$ cat src/design/assert_macros.svh
// Assertion helpers for the frame table.
`ifndef ASSERT_MACROS_SVH
`define ASSERT_MACROS_SVH
`ifndef NO_ASSERTIONS
// clocked check, masked while reset is asserted
`define PSTC_ASSERT(lbl, prop) \
    lbl: assert property (@(posedge aclk) disable iff (!aresetn) prop) \
        else $error("pstc: assertion failed");
// clocked check that also holds through reset
`define PSTC_ASSERT_ALWAYS(lbl, prop) \
    lbl: assert property (@(posedge aclk) prop) \
        else $error("pstc: assertion failed");
`else
`define PSTC_ASSERT(lbl, prop)
`define PSTC_ASSERT_ALWAYS(lbl, prop)
`endif
`endif

$ cat src/design/pstc_pkg.sv
package pstc_pkg;

    localparam int FRAMES    = 64;
    localparam int PAGE_BITS = 20;
    localparam int SLOT_W    = $clog2(FRAMES);
    localparam int CNT_W     = $clog2(FRAMES + 1);
    localparam int STEP_W    = $clog2(2 * FRAMES + 1);

    localparam logic [1:0] ACT_ALLOC  = 2'd0;
    localparam logic [1:0] ACT_FREE   = 2'd1;
    localparam logic [1:0] ACT_ACCESS = 2'd2;
    localparam logic [1:0] ACT_PIN    = 2'd3;

    localparam logic [1:0] ST_OK     = 2'd0;
    localparam logic [1:0] ST_PINNED = 2'd1;
    localparam logic [1:0] ST_UNUSED = 2'd2;

    // one age-list entry
    typedef struct packed {
        logic [SLOT_W-1:0]    slot;
        logic [PAGE_BITS-1:0] page;
        logic                 mapped;
        logic                 pinned;
        logic                 accessed;
        logic                 dirty;
    } pstc_entry_t;

    // chain control, broadcast to every cell
    typedef struct packed {
        logic              shift;
        logic              load;
        logic [SLOT_W-1:0] load_idx;
        pstc_entry_t       ins;
    } pstc_shift_t;

endpackage

$ cat src/design/pstc_cell.sv
module pstc_cell
    import pstc_pkg::*;
(
    input  logic              aclk,
    input  logic [SLOT_W-1:0] cell_idx,
    input  pstc_shift_t       ctl,
    input  pstc_entry_t       right_in,
    output pstc_entry_t       entry_out
);

    pstc_entry_t ent_reg;
    pstc_entry_t ent_next;

    always_comb begin
        ent_next = ent_reg;
        if (ctl.load && (ctl.load_idx == cell_idx)) begin
            ent_next = ctl.ins;
        end else if (ctl.shift) begin
            ent_next = right_in;
        end
    end

    always_ff @(posedge aclk) begin
        ent_reg <= ent_next;
    end

    assign entry_out = ent_reg;

endmodule

$ cat src/design/pstc_ctl.sv
`include "assert_macros.svh"

module pstc_ctl
    import pstc_pkg::*;
(
    input  logic        aclk,
    input  logic        aresetn,
    input  logic        s_tvalid,
    output logic        s_tready,
    input  logic [31:0] s_tdata,
    input  logic [1:0]  s_tuser,
    output logic        m_tvalid,
    input  logic        m_tready,
    output logic [31:0] m_tdata,
    output logic [1:0]  m_tuser,
    input  pstc_entry_t head,
    input  pstc_entry_t second,
    output pstc_shift_t shctl
);

    typedef enum logic [2:0] {
        S_IDLE, S_SWEEP, S_SCAN, S_RESTORE, S_ROTATE, S_FINISH
    } state_t;

    state_t               state_reg, state_next;
    logic [1:0]           act_reg, act_next;
    logic [SLOT_W-1:0]    slot_reg, slot_next;
    logic [PAGE_BITS-1:0] page_reg, page_next;
    logic                 fm_reg, fm_next;
    logic                 wr_reg, wr_next;
    logic                 pin_reg, pin_next;
    logic [CNT_W-1:0]     count_reg, count_next;
    logic [FRAMES-1:0]    used_reg, used_next;
    logic [STEP_W-1:0]    step_reg, step_next;
    logic [CNT_W-1:0]     rot_len_reg, rot_len_next;
    logic [SLOT_W-1:0]    start_reg, start_next;
    logic [SLOT_W-1:0]    fcnt_reg, fcnt_next;
    logic [1:0]           res_st_reg, res_st_next;
    logic [SLOT_W-1:0]    res_slot_reg, res_slot_next;
    logic                 res_ev_reg, res_ev_next;
    logic [PAGE_BITS-1:0] res_page_reg, res_page_next;
    logic                 res_wb_reg, res_wb_next;
    logic                 res_sw_reg, res_sw_next;
    logic                 m_valid_reg, m_valid_next;
    logic [31:0]          m_data_reg, m_data_next;
    logic [1:0]           m_user_reg, m_user_next;

    logic [1:0]           in_act;
    logic [SLOT_W-1:0]    in_slot;
    pstc_entry_t          fresh;
    pstc_entry_t          kept;

    assign in_act  = s_tuser;
    assign in_slot = s_tdata[SLOT_W-1:0];

    always_comb begin
        fresh          = '0;
        fresh.page     = page_reg;
        fresh.mapped   = fm_reg;
    end

    always_comb begin
        state_next    = state_reg;
        act_next      = act_reg;
        slot_next     = slot_reg;
        page_next     = page_reg;
        fm_next       = fm_reg;
        wr_next       = wr_reg;
        pin_next      = pin_reg;
        count_next    = count_reg;
        used_next     = used_reg;
        step_next     = step_reg;
        rot_len_next  = rot_len_reg;
        start_next    = start_reg;
        fcnt_next     = fcnt_reg;
        res_st_next   = res_st_reg;
        res_slot_next = res_slot_reg;
        res_ev_next   = res_ev_reg;
        res_page_next = res_page_reg;
        res_wb_next   = res_wb_reg;
        res_sw_next   = res_sw_reg;
        m_valid_next  = m_valid_reg && !m_tready;
        m_data_next   = m_data_reg;
        m_user_next   = m_user_reg;
        kept          = head;
        shctl         = '0;
        shctl.ins     = head;

        unique case (state_reg)
            S_IDLE: begin
                if (s_tvalid) begin
                    act_next      = in_act;
                    slot_next     = in_slot;
                    page_next     = s_tdata[SLOT_W +: PAGE_BITS];
                    fm_next       = s_tdata[26];
                    wr_next       = s_tdata[27];
                    pin_next      = s_tdata[28];
                    res_st_next   = ST_OK;
                    res_slot_next = '0;
                    res_ev_next   = 1'b0;
                    res_page_next = '0;
                    res_wb_next   = 1'b0;
                    res_sw_next   = 1'b0;
                    step_next     = '0;
                    fcnt_next     = '0;
                    rot_len_next  = count_reg;
                    start_next    = head.slot;
                    if (in_act == ACT_ALLOC) begin
                        if (count_reg == CNT_W'(FRAMES)) begin
                            state_next = S_SCAN;
                        end else begin
                            state_next = S_SWEEP;
                        end
                    end else if ((CNT_W'(in_slot) >= CNT_W'(FRAMES)) ||
                                 !used_reg[in_slot]) begin
                        res_st_next = ST_UNUSED;
                        state_next  = S_FINISH;
                    end else begin
                        state_next = S_ROTATE;
                    end
                end
            end
            S_SWEEP: begin
                // lowest free slot, one slot a cycle
                if (!used_reg[fcnt_reg]) begin
                    shctl.load          = 1'b1;
                    shctl.load_idx      = count_reg[SLOT_W-1:0];
                    shctl.ins           = fresh;
                    shctl.ins.slot      = fcnt_reg;
                    used_next[fcnt_reg] = 1'b1;
                    count_next          = count_reg + 1'b1;
                    res_slot_next       = fcnt_reg;
                    state_next          = S_FINISH;
                end else begin
                    fcnt_next = fcnt_reg + 1'b1;
                end
            end
            S_SCAN: begin
                if (step_reg == (STEP_W'(count_reg) << 1)) begin
                    res_st_next = ST_PINNED;
                    state_next  = S_FINISH;
                end else if (!head.pinned && !head.accessed) begin
                    // victim leaves the list
                    shctl.shift   = 1'b1;
                    count_next    = count_reg - 1'b1;
                    res_slot_next = head.slot;
                    res_ev_next   = 1'b1;
                    res_page_next = head.page;
                    res_wb_next   = head.mapped && head.dirty;
                    res_sw_next   = !head.mapped;
                    if (head.slot == start_reg) begin
                        start_next = second.slot;
                    end
                    state_next = S_RESTORE;
                end else begin
                    if (!head.pinned) begin
                        kept.accessed = 1'b0;
                    end
                    shctl.shift    = 1'b1;
                    shctl.load     = 1'b1;
                    shctl.load_idx = SLOT_W'(count_reg - 1'b1);
                    shctl.ins      = kept;
                    step_next      = step_reg + 1'b1;
                end
            end
            S_RESTORE: begin
                // rotate back to the original oldest, then append
                if (head.slot == start_reg) begin
                    shctl.load     = 1'b1;
                    shctl.load_idx = count_reg[SLOT_W-1:0];
                    shctl.ins      = fresh;
                    shctl.ins.slot = res_slot_reg;
                    count_next     = count_reg + 1'b1;
                    state_next     = S_FINISH;
                end else begin
                    shctl.shift    = 1'b1;
                    shctl.load     = 1'b1;
                    shctl.load_idx = SLOT_W'(count_reg - 1'b1);
                end
            end
            S_ROTATE: begin
                if (step_reg == STEP_W'(rot_len_reg)) begin
                    state_next = S_FINISH;
                end else begin
                    step_next   = step_reg + 1'b1;
                    shctl.shift = 1'b1;
                    if ((head.slot == slot_reg) && (act_reg == ACT_FREE)) begin
                        count_next          = count_reg - 1'b1;
                        used_next[slot_reg] = 1'b0;
                    end else begin
                        if (head.slot == slot_reg) begin
                            if (act_reg == ACT_ACCESS) begin
                                kept.accessed = 1'b1;
                                kept.dirty    = head.dirty | wr_reg;
                            end else begin
                                kept.pinned = pin_reg;
                            end
                        end
                        shctl.load     = 1'b1;
                        shctl.load_idx = SLOT_W'(count_reg - 1'b1);
                        shctl.ins      = kept;
                    end
                end
            end
            S_FINISH: begin
                if (!m_valid_reg || m_tready) begin
                    m_valid_next = 1'b1;
                    m_user_next  = res_st_reg;
                    m_data_next  = {3'b000, res_sw_reg, res_wb_reg, res_page_reg,
                                    res_ev_reg, res_slot_reg};
                    state_next   = S_IDLE;
                end
            end
            default: state_next = S_IDLE;
        endcase
    end

    always_ff @(posedge aclk) begin
        if (!aresetn) begin
            state_reg   <= S_IDLE;
            count_reg   <= '0;
            used_reg    <= '0;
            m_valid_reg <= 1'b0;
        end else begin
            state_reg   <= state_next;
            count_reg   <= count_next;
            used_reg    <= used_next;
            m_valid_reg <= m_valid_next;
        end
        act_reg      <= act_next;
        slot_reg     <= slot_next;
        page_reg     <= page_next;
        fm_reg       <= fm_next;
        wr_reg       <= wr_next;
        pin_reg      <= pin_next;
        step_reg     <= step_next;
        rot_len_reg  <= rot_len_next;
        start_reg    <= start_next;
        fcnt_reg     <= fcnt_next;
        res_st_reg   <= res_st_next;
        res_slot_reg <= res_slot_next;
        res_ev_reg   <= res_ev_next;
        res_page_reg <= res_page_next;
        res_wb_reg   <= res_wb_next;
        res_sw_reg   <= res_sw_next;
        m_data_reg   <= m_data_next;
        m_user_reg   <= m_user_next;
    end

    assign s_tready = (state_reg == S_IDLE);
    assign m_tvalid = m_valid_reg;
    assign m_tdata  = m_data_reg;
    assign m_tuser  = m_user_reg;

    `PSTC_ASSERT(a_count_range, count_reg <= CNT_W'(FRAMES))
    `PSTC_ASSERT(a_list_matches_used,
        state_reg == S_IDLE |-> CNT_W'($countones(used_reg)) == count_reg)
    `PSTC_ASSERT(a_scan_bound,
        state_reg == S_SCAN |-> step_reg <= (STEP_W'(count_reg) << 1))
    `PSTC_ASSERT(a_busy_after_accept, s_tvalid && s_tready |=> !s_tready)

endmodule

$ cat src/design/pinned_second_chance_frame_table.sv
// Pinned second-chance frame table.
// Input channel s_*: one word per request. s_tuser carries the action
// (allocate, free, access, pin); s_tdata carries slot, page and flags.
// Result channel m_*: exactly one word per request, in request order.
// m_tuser carries the status, m_tdata the grant and eviction details.
// The age list lives in a row of cells that rotates one step a cycle
// through the control unit, which edits the head entry as it passes.
// Allocate with a free slot sweeps up from slot 0 to the lowest free slot;
// free, access and pin rotate the list once through every resident frame;
// eviction takes up to 2 x FRAMES scan steps plus up to FRAMES steps to
// rotate the list back. One request is in flight.
// Reset (aresetn low, synchronous) empties the table: no frames in use.
// A stalled receiver holds the result in the output register; the next
// request is still taken and processed, and waits only to hand over.
module pinned_second_chance_frame_table
    import pstc_pkg::*;
(
    input  logic        aclk,
    input  logic        aresetn,
    input  logic        s_tvalid,
    output logic        s_tready,
    // [5:0] slot, [25:6] page, [26] file_mapped, [27] is_write,
    // [28] pin_value, [31:29] zero
    input  logic [31:0] s_tdata,
    // [1:0] action
    input  logic [1:0]  s_tuser,
    output logic        m_tvalid,
    input  logic        m_tready,
    // [5:0] granted_slot, [6] evicted, [26:7] victim_page, [27] write_back,
    // [28] to_swap, [31:29] zero
    output logic [31:0] m_tdata,
    // [1:0] status
    output logic [1:0]  m_tuser
);

    pstc_shift_t shctl;
    pstc_entry_t ent [FRAMES];

    pstc_ctl u_ctl (
        .aclk     (aclk),
        .aresetn  (aresetn),
        .s_tvalid (s_tvalid),
        .s_tready (s_tready),
        .s_tdata  (s_tdata),
        .s_tuser  (s_tuser),
        .m_tvalid (m_tvalid),
        .m_tready (m_tready),
        .m_tdata  (m_tdata),
        .m_tuser  (m_tuser),
        .head     (ent[0]),
        .second   (ent[1]),
        .shctl    (shctl)
    );

    // cell i holds age position i; oldest at cell 0
    for (genvar i = 0; i < FRAMES; i++) begin : g_cell
        pstc_entry_t right;
        if (i == FRAMES - 1) begin : g_last
            assign right = shctl.ins;
        end else begin : g_mid
            assign right = ent[i+1];
        end
        pstc_cell u_cell (
            .aclk      (aclk),
            .cell_idx  (SLOT_W'(i)),
            .ctl       (shctl),
            .right_in  (right),
            .entry_out (ent[i])
        );
    end

endmodule

$ cat config.mk
export PLATFORM = sky130hd
export DESIGN_NAME = pinned_second_chance_frame_table
export DESIGN_NICKNAME = d
export VERILOG_FILES = /design/src/design/pstc_pkg.sv /design/src/design/pstc_cell.sv /design/src/design/pstc_ctl.sv /design/src/design/pinned_second_chance_frame_table.sv
export VERILOG_INCLUDE_DIRS = /design/src /design/src/design
export SDC_FILE = /design/constraint.sdc
export NUM_CORES = 2
export LEC_CHECK = 0
export ABC_AREA = 0
export BUFFER_PORTS_ARGS = -buffer_cell sky130_fd_sc_hd__buf_2
export CORE_AREA = 4 4 498 500
export CTS_BUF_LIST = sky130_fd_sc_hd__clkbuf_4 sky130_fd_sc_hd__clkbuf_8
export DETAILED_ROUTE_END_ITERATION = 10
export DIE_AREA = 0 0 502 504
export GPL_TIMING_DRIVEN = 0
export PLACE_DENSITY = 0.51
export SETUP_SLACK_MARGIN = 0.02
export SKIP_LAST_GASP = 1
export SYNTH_ARGS = -nofsm -noshare
export SYNTH_HDL_FRONTEND = slang
export SYNTH_HIERARCHICAL = 1
export SYNTH_SLANG_ARGS = --single-unit
$ cat constraint.sdc
create_clock -name aclk -period 30.4 [get_ports aclk]
set_input_delay 3.04 -clock aclk [delete_from_list [all_inputs] [get_ports aclk]]
set_output_delay 3.04 -clock aclk [all_outputs]
set_load 0.02 [all_outputs]
; ---- Yosys cells after proc, flatten, opt, wreduce, memory -nomap -nowiden
; Cells that the tools add are included.
; W data, S select, Z words.
[totals]
in_bits = 38
register_bits = 2115
wordCells = 878
out_inout_bits = 36
[op_classes]
eq_ne = 89
add_sub_neg = 4
magnitude_cmp = 5
muxes = 210
reduce_logical = 160
bitwise_logic = 4
[ops]
columns = operator, n
row1 = $mux W30, 129
row2 = $eq A6 B6 Y1 const B, 32
row3 = $mux W64, 3
row4 = $pmux W37 S4, 1
row5 = $reduce_bool A2 Y1, 67
row6 = $pmux W64 S2, 1
row7 = $mux W37, 3
row8 = $eq A6 B5 Y1 const B, 16
row9 = $mux W38, 2
row10 = $logic_and A1 B1 Y1, 70
row11 = $and A64 B64 Y64, 1
row12 = $not A64 Y64, 1
row13 = $or A64 B64 Y64, 1
row14 = $mux W20, 3
row15 = $mux W6, 10
row16 = $eq A6 B4 Y1 const B, 8
row17 = $mux W7, 6
row18 = $pmux W20 S2, 1
row19 = $mux W8, 4
row20 = $pmux W7 S4, 1
row21 = $mux W3, 9
row22 = $eq A6 B3 Y1 const B, 4
row23 = $pmux W6 S2, 2
row24 = $pmux W8 S3, 1
row25 = 43 further kinds, 96

; ---- Logic depth before layout (Yosys ltp)
[logic_depth]
ltp_word = 9
depth_mapped = 15

; ---- Hierarchy
; Netlist, hierarchy kept.
[by_module_without_submodules]
columns = module, area_each_um2, n_inst, cells_each
row1 = pstc_cell, 1358.8, 64, 72
row2 = pstc_ctl, 9919.5, 1, 940
row3 = pinned_second_chance_frame_table, 7.5, 1, 2

; ---- Least setup slack after synthesis
; Ideal clock, no wire load.
[synth_timing]
path_type = register to register
from = reg u_ctl.fcnt_reg[1]
to = reg g_cell[10].u_cell.ent_reg, in the netlist g_cell[10].u_cell/entry_out[0], enable pin
path_stages_with_launch = 15
setup_time_ns = 0.373
path_slack_ns = 19.961
period_less_slack_ns = 10.439
arrival_ns = 10.066
n_path_buf = 4
path_cell_list = edfxtp_1 -> buf_2 -> buf_4 -> nand3b_1 -> a21oi_1 -> o41ai_1 -> o2111ai_1 -> nor4_4 -> nor2_1 -> buf_2 -> o21ai_0 -> xor2_1 -> nor4_4 -> buf_6 -> or2_2
[synth_lines]
columns = item, line
row1 = "start, declared", pstc_ctl.sv:37  ; logic [SLOT_W-1:0] fcnt_reg, fcnt_next;
row2 = "start signal, assigned", pstc_ctl.sv:239  ; fcnt_reg <= fcnt_next;
row3 = "end signal, assigned", pstc_cell.sv:24  ; ent_reg <= ent_next;
row4 = "end, declared", pstc_cell.sv:11  ; pstc_entry_t ent_reg;

==> impl_summary.txt <==
----------------------------------------------------
[Global route]
  Aggregate global routing overflow ... 0
  Largest net degree at the start of global routing ... 63
  Initial antenna violation count ... 12
  GRT Overall Usage ... 19.3%
  Global-route wire length before repair ... 366000 um
  Via count of the first global-routing pass ... 55533

[Timing]
  Slew Limit Fails ... 0
  RSZ-0062 raised after global routing ... false
  Relative slew margins ... 34.0%
  Time the final worst path needs with I/O delays and setup ... 7.35 ns
  Final Skew ... 0.147 ns
  Max Clock Freq ... 0.136 GHz
  Ratio of final minimum period to clock period ... 24.2%
  Pin slew with the least headroom to its limit ... 0.970 ns
  Final hold violation count ... 0
  Setup Viol. Count Final ... 0
  Accumulated negative setup slack ... 0 ns

[Worst setup path]
  Worst path required time ... 31.03 ns
  Terminus of the critical flop-to-flop path ... g_cell[53].u_cell/entry_out[1]
  Maximum fanout along the worst path ... 30
  Reg-to-reg startpoint ... u_ctl/fcnt_reg[1]
  Kind of start point of the critical path ... flop
  Length in cells of the worst reg-to-reg path ... 20
  Worst Path Class, Setup ... flop to flop
  Setup slack on the worst flop-to-flop path ... 23.05 ns
  Arrival @ worst endpoint ... 7.98 ns
  Crit end category ... flop

[Synth]
  Average cell area after synthesis ... 17.5 um^2
  Top cells by count, synth ... edfxtp_1, mux2_2, xor2_1
  Total standard cell area after synthesis ... 0.0969 mm^2
  Leading cell types by total area after synthesis ... edfxtp_1, mux2_2, buf_6
  EDFF count, synth ... 2040
  Cell type contributing the most total cell area after synthesis ... edfxtp_1
  Part of the Yosys area used for sequential elements ... 64.8%
  Gate count of the mapped netlist ... 5550
  Fraction of synthesized cell area taken by the top area cell type ... 63.2%
  Most frequent cell after synthesis ... edfxtp_1
  Yosys synthesis warning count ... 6
  #FFs+latches synth ... 2115
  Fraction of synthesis flops using an asynchronous set or reset pin ... 0%
  Count of different cell masters after synthesis ... 70
  Top flip-flop cell by instance count after synthesis ... edfxtp_1

[Clocking]
  Clock latency on the worst-skew pair ... 1.08 ns
  Root Driver ... clkbuf_8
  Post-CTS Setup Bufs ... 0
  Hold-fix buffers, CTS ... 0
  Maximum count of clock buffers along a single path ... 4
  Clock transition time at the flip-flop clock pins of the worst setup and hold paths ... 0.06 ns
  Number of buffers inserted during clock tree synthesis ... 385
  TritonCTS clock tree ... built
  Clock sink count ... 2115
  H-tree lvl count ... 5
  Post-CTS Resized ... 0

[Layout]
  Flip-flop count of the largest register, all copies and words added ... 1920
  Area Growth Syn to Fin ... 17.1%
  Proportion of layout cells with a drive suffix above 1 ... 44.0%
  Number of nets in the final layout ... 6577

[Floorplan]
  Initial core utilization ... 39.9%
  Total Die Area ... 0.253 mm^2
  Die boundary height ... 504 um
  I/O pin total ... 74
  Placeable core region ... 0.243 mm^2
  Cell row count ... 181
  Die Width ... 502 um

[Routing]
  Number of DRC markers in iteration 0 ... 3217
  DR DRC count ... 0
  Remaining antenna violation count ... 0
  Number of vias in the routed layout ... 51324
  Total routed wirelength ... 247000 um
  Vias per inst ... 5.12
  Avg WL per Cell ... 24.7 um
  Detailed-routing iteration count for the pre-antenna-repair pass ... 5

[Placed design]
  Detailed placement HPWL ... 171000 um
  Port Buffer Count ... 66
  Final weighted congestion in routability-driven placement ... 0.882

[Pwr]
  Largest vdd supply drop ... 0.0000703 V
  Leakage power figure ... 0.0380 uW
  Total power of the final layout ... 14200 uW
  Power per cell area ... 125 mW/mm^2

[Hold path]
  Class of the tightest hold or removal check ... flop to flop
  Hold Path Cell Cnt ... 0
  Sink of the worst hold path ... u_ctl/m_tdata[15]
  Hold wc startpoint ... u_ctl/res_page_reg[8]

[Flow run]
  Max-cap violations ... 0

[Status]
  Outcome ... finished, final reports clean

----------------------------------------------------
critical path, cell delays in order (launching register included):
cell	delay, ns
edfxtp_1	0.52
buf_2	0.36
or2_2	0.16
clkbuf_1	0.45
o22ai_1	0.15
a211oi_1	0.33
o22ai_1	0.27
nor4_4	0.45
nor2_1	0.29
buf_2	0.39
o21ai_4	0.63
buf_12	0.27
buf_16	0.18
buf_16	0.17
buf_16	0.17
buf_16	0.18
xnor2_1	0.13
nand4_1	0.15
nor4_4	0.57
buf_6	0.25
or2_2	0.70
cell type report:
type	instances	area [um^2]
Clock inverter	152	773
Timing Repair Buffer	213	3550
Inverter	38	143
Antenna cell	6	15.0
Tap cell	3202	4010
Clock buffer	508	6290
Fill cell	20950	130000
Buffer	262	2470
Sequential cell	2115	62800
Multi-Input combinational cell	3519	33400
power by group:
part           total [uW]  switching (uW)  internal [uW]
combinational        5770            3620           2140
clock                2530            1160           1370
sequential           5860             417           5440
worst max-delay path by stage:
stage | start | cells after the start | slack (ns) | to
finish | u_ctl/fcnt_reg[1] | 20 | 23.05 | g_cell[53].u_cell/entry_out[1]
global route | u_ctl/fcnt_reg[1] | 19 | 22.62 | g_cell[56].u_cell/entry_out[22]
CTS | u_ctl/fcnt_reg[1] | 20 | 22.92 | g_cell[56].u_cell/entry_out[20]
detailed placement | u_ctl/fcnt_reg[1] | 20 | 23.03 | g_cell[55].u_cell/entry_out[10]
global placement | u_ctl/fcnt_reg[1] | 14 | 7.55 | g_cell[56].u_cell/entry_out[10]
floorplan | u_ctl/fcnt_reg[1] | 14 | 19.96 | g_cell[10].u_cell/entry_out[0]
cells by family (layout without fill, tap and decap cells):
kind of cell	Yosys count	after routing	share of synthesized area (%)
AOI/OAI and AO/OA	238	238	1.67
xor gates and xnor gates	423	423	3.82
adders and majority gates	5	5	0.0646
buffers and inverters	300	1173	2.70
DFF	2115	2115	64.8
muxes	1976	1976	23.2
other	3	393	0.0116
and+or+nand+nor	490	490	3.79
stage by stage:
| step | hold slack, ns | instances | util (%) | area, um^2 | setup WS, ns |
|---|---|---|---|---|---|
| final | 0.397 | 10015 | 46.7 | 113000 | 23.05 |
| after floorplan | 0.400 | 5934 | - | 98300 | 19.96 |
| after global routing | 0.404 | 10013 | 46.7 | 113000 | 22.62 |
| after global placement | 0.406 | 9202 | 42.3 | 103000 | 7.55 |
| after detailed placement | 0.405 | 9349 | 43.8 | 106000 | 23.03 |
| after CTS | 0.390 | 10009 | 46.7 | 113000 | 22.92 |
routing by layer:
metal / vias to the layer above / track usage (%) / wire, um
met5: - / 0 / 0
met4: 0 / 6.32 / 7840
met3: 484 / 3.05 / 9680
met2: 1109 / 34.2 / 127000
met1: 26453 / 23.9 / 103000
li1: 23278 / - / -
cell usage in the layout (no fill, tap or decap), drive strengths merged, types with 18 or more instances in the layout:
cell type / netlist / routed
nand3b: 18 / 18
xor2: 222 / 222
xnor2: 201 / 201
o211ai: 65 / 65
mux2: 1926 / 1926
mux4: 21 / 21
dfxtp: 75 / 75
nand3: 24 / 24
o21ai: 56 / 56
or2: 66 / 66
nor4: 71 / 71
nand2: 90 / 90
o31ai: 27 / 27
mux2i: 29 / 29
edfxtp: 2040 / 2040
buf: 227 / 440
nor2: 74 / 74
conb: 3 / 387
clkbuf: 35 / 543
inv: 37 / 40
nand4: 71 / 71
a21oi: 27 / 27
clkinv: 1 / 143
Power figures use the tool's default switching activity.
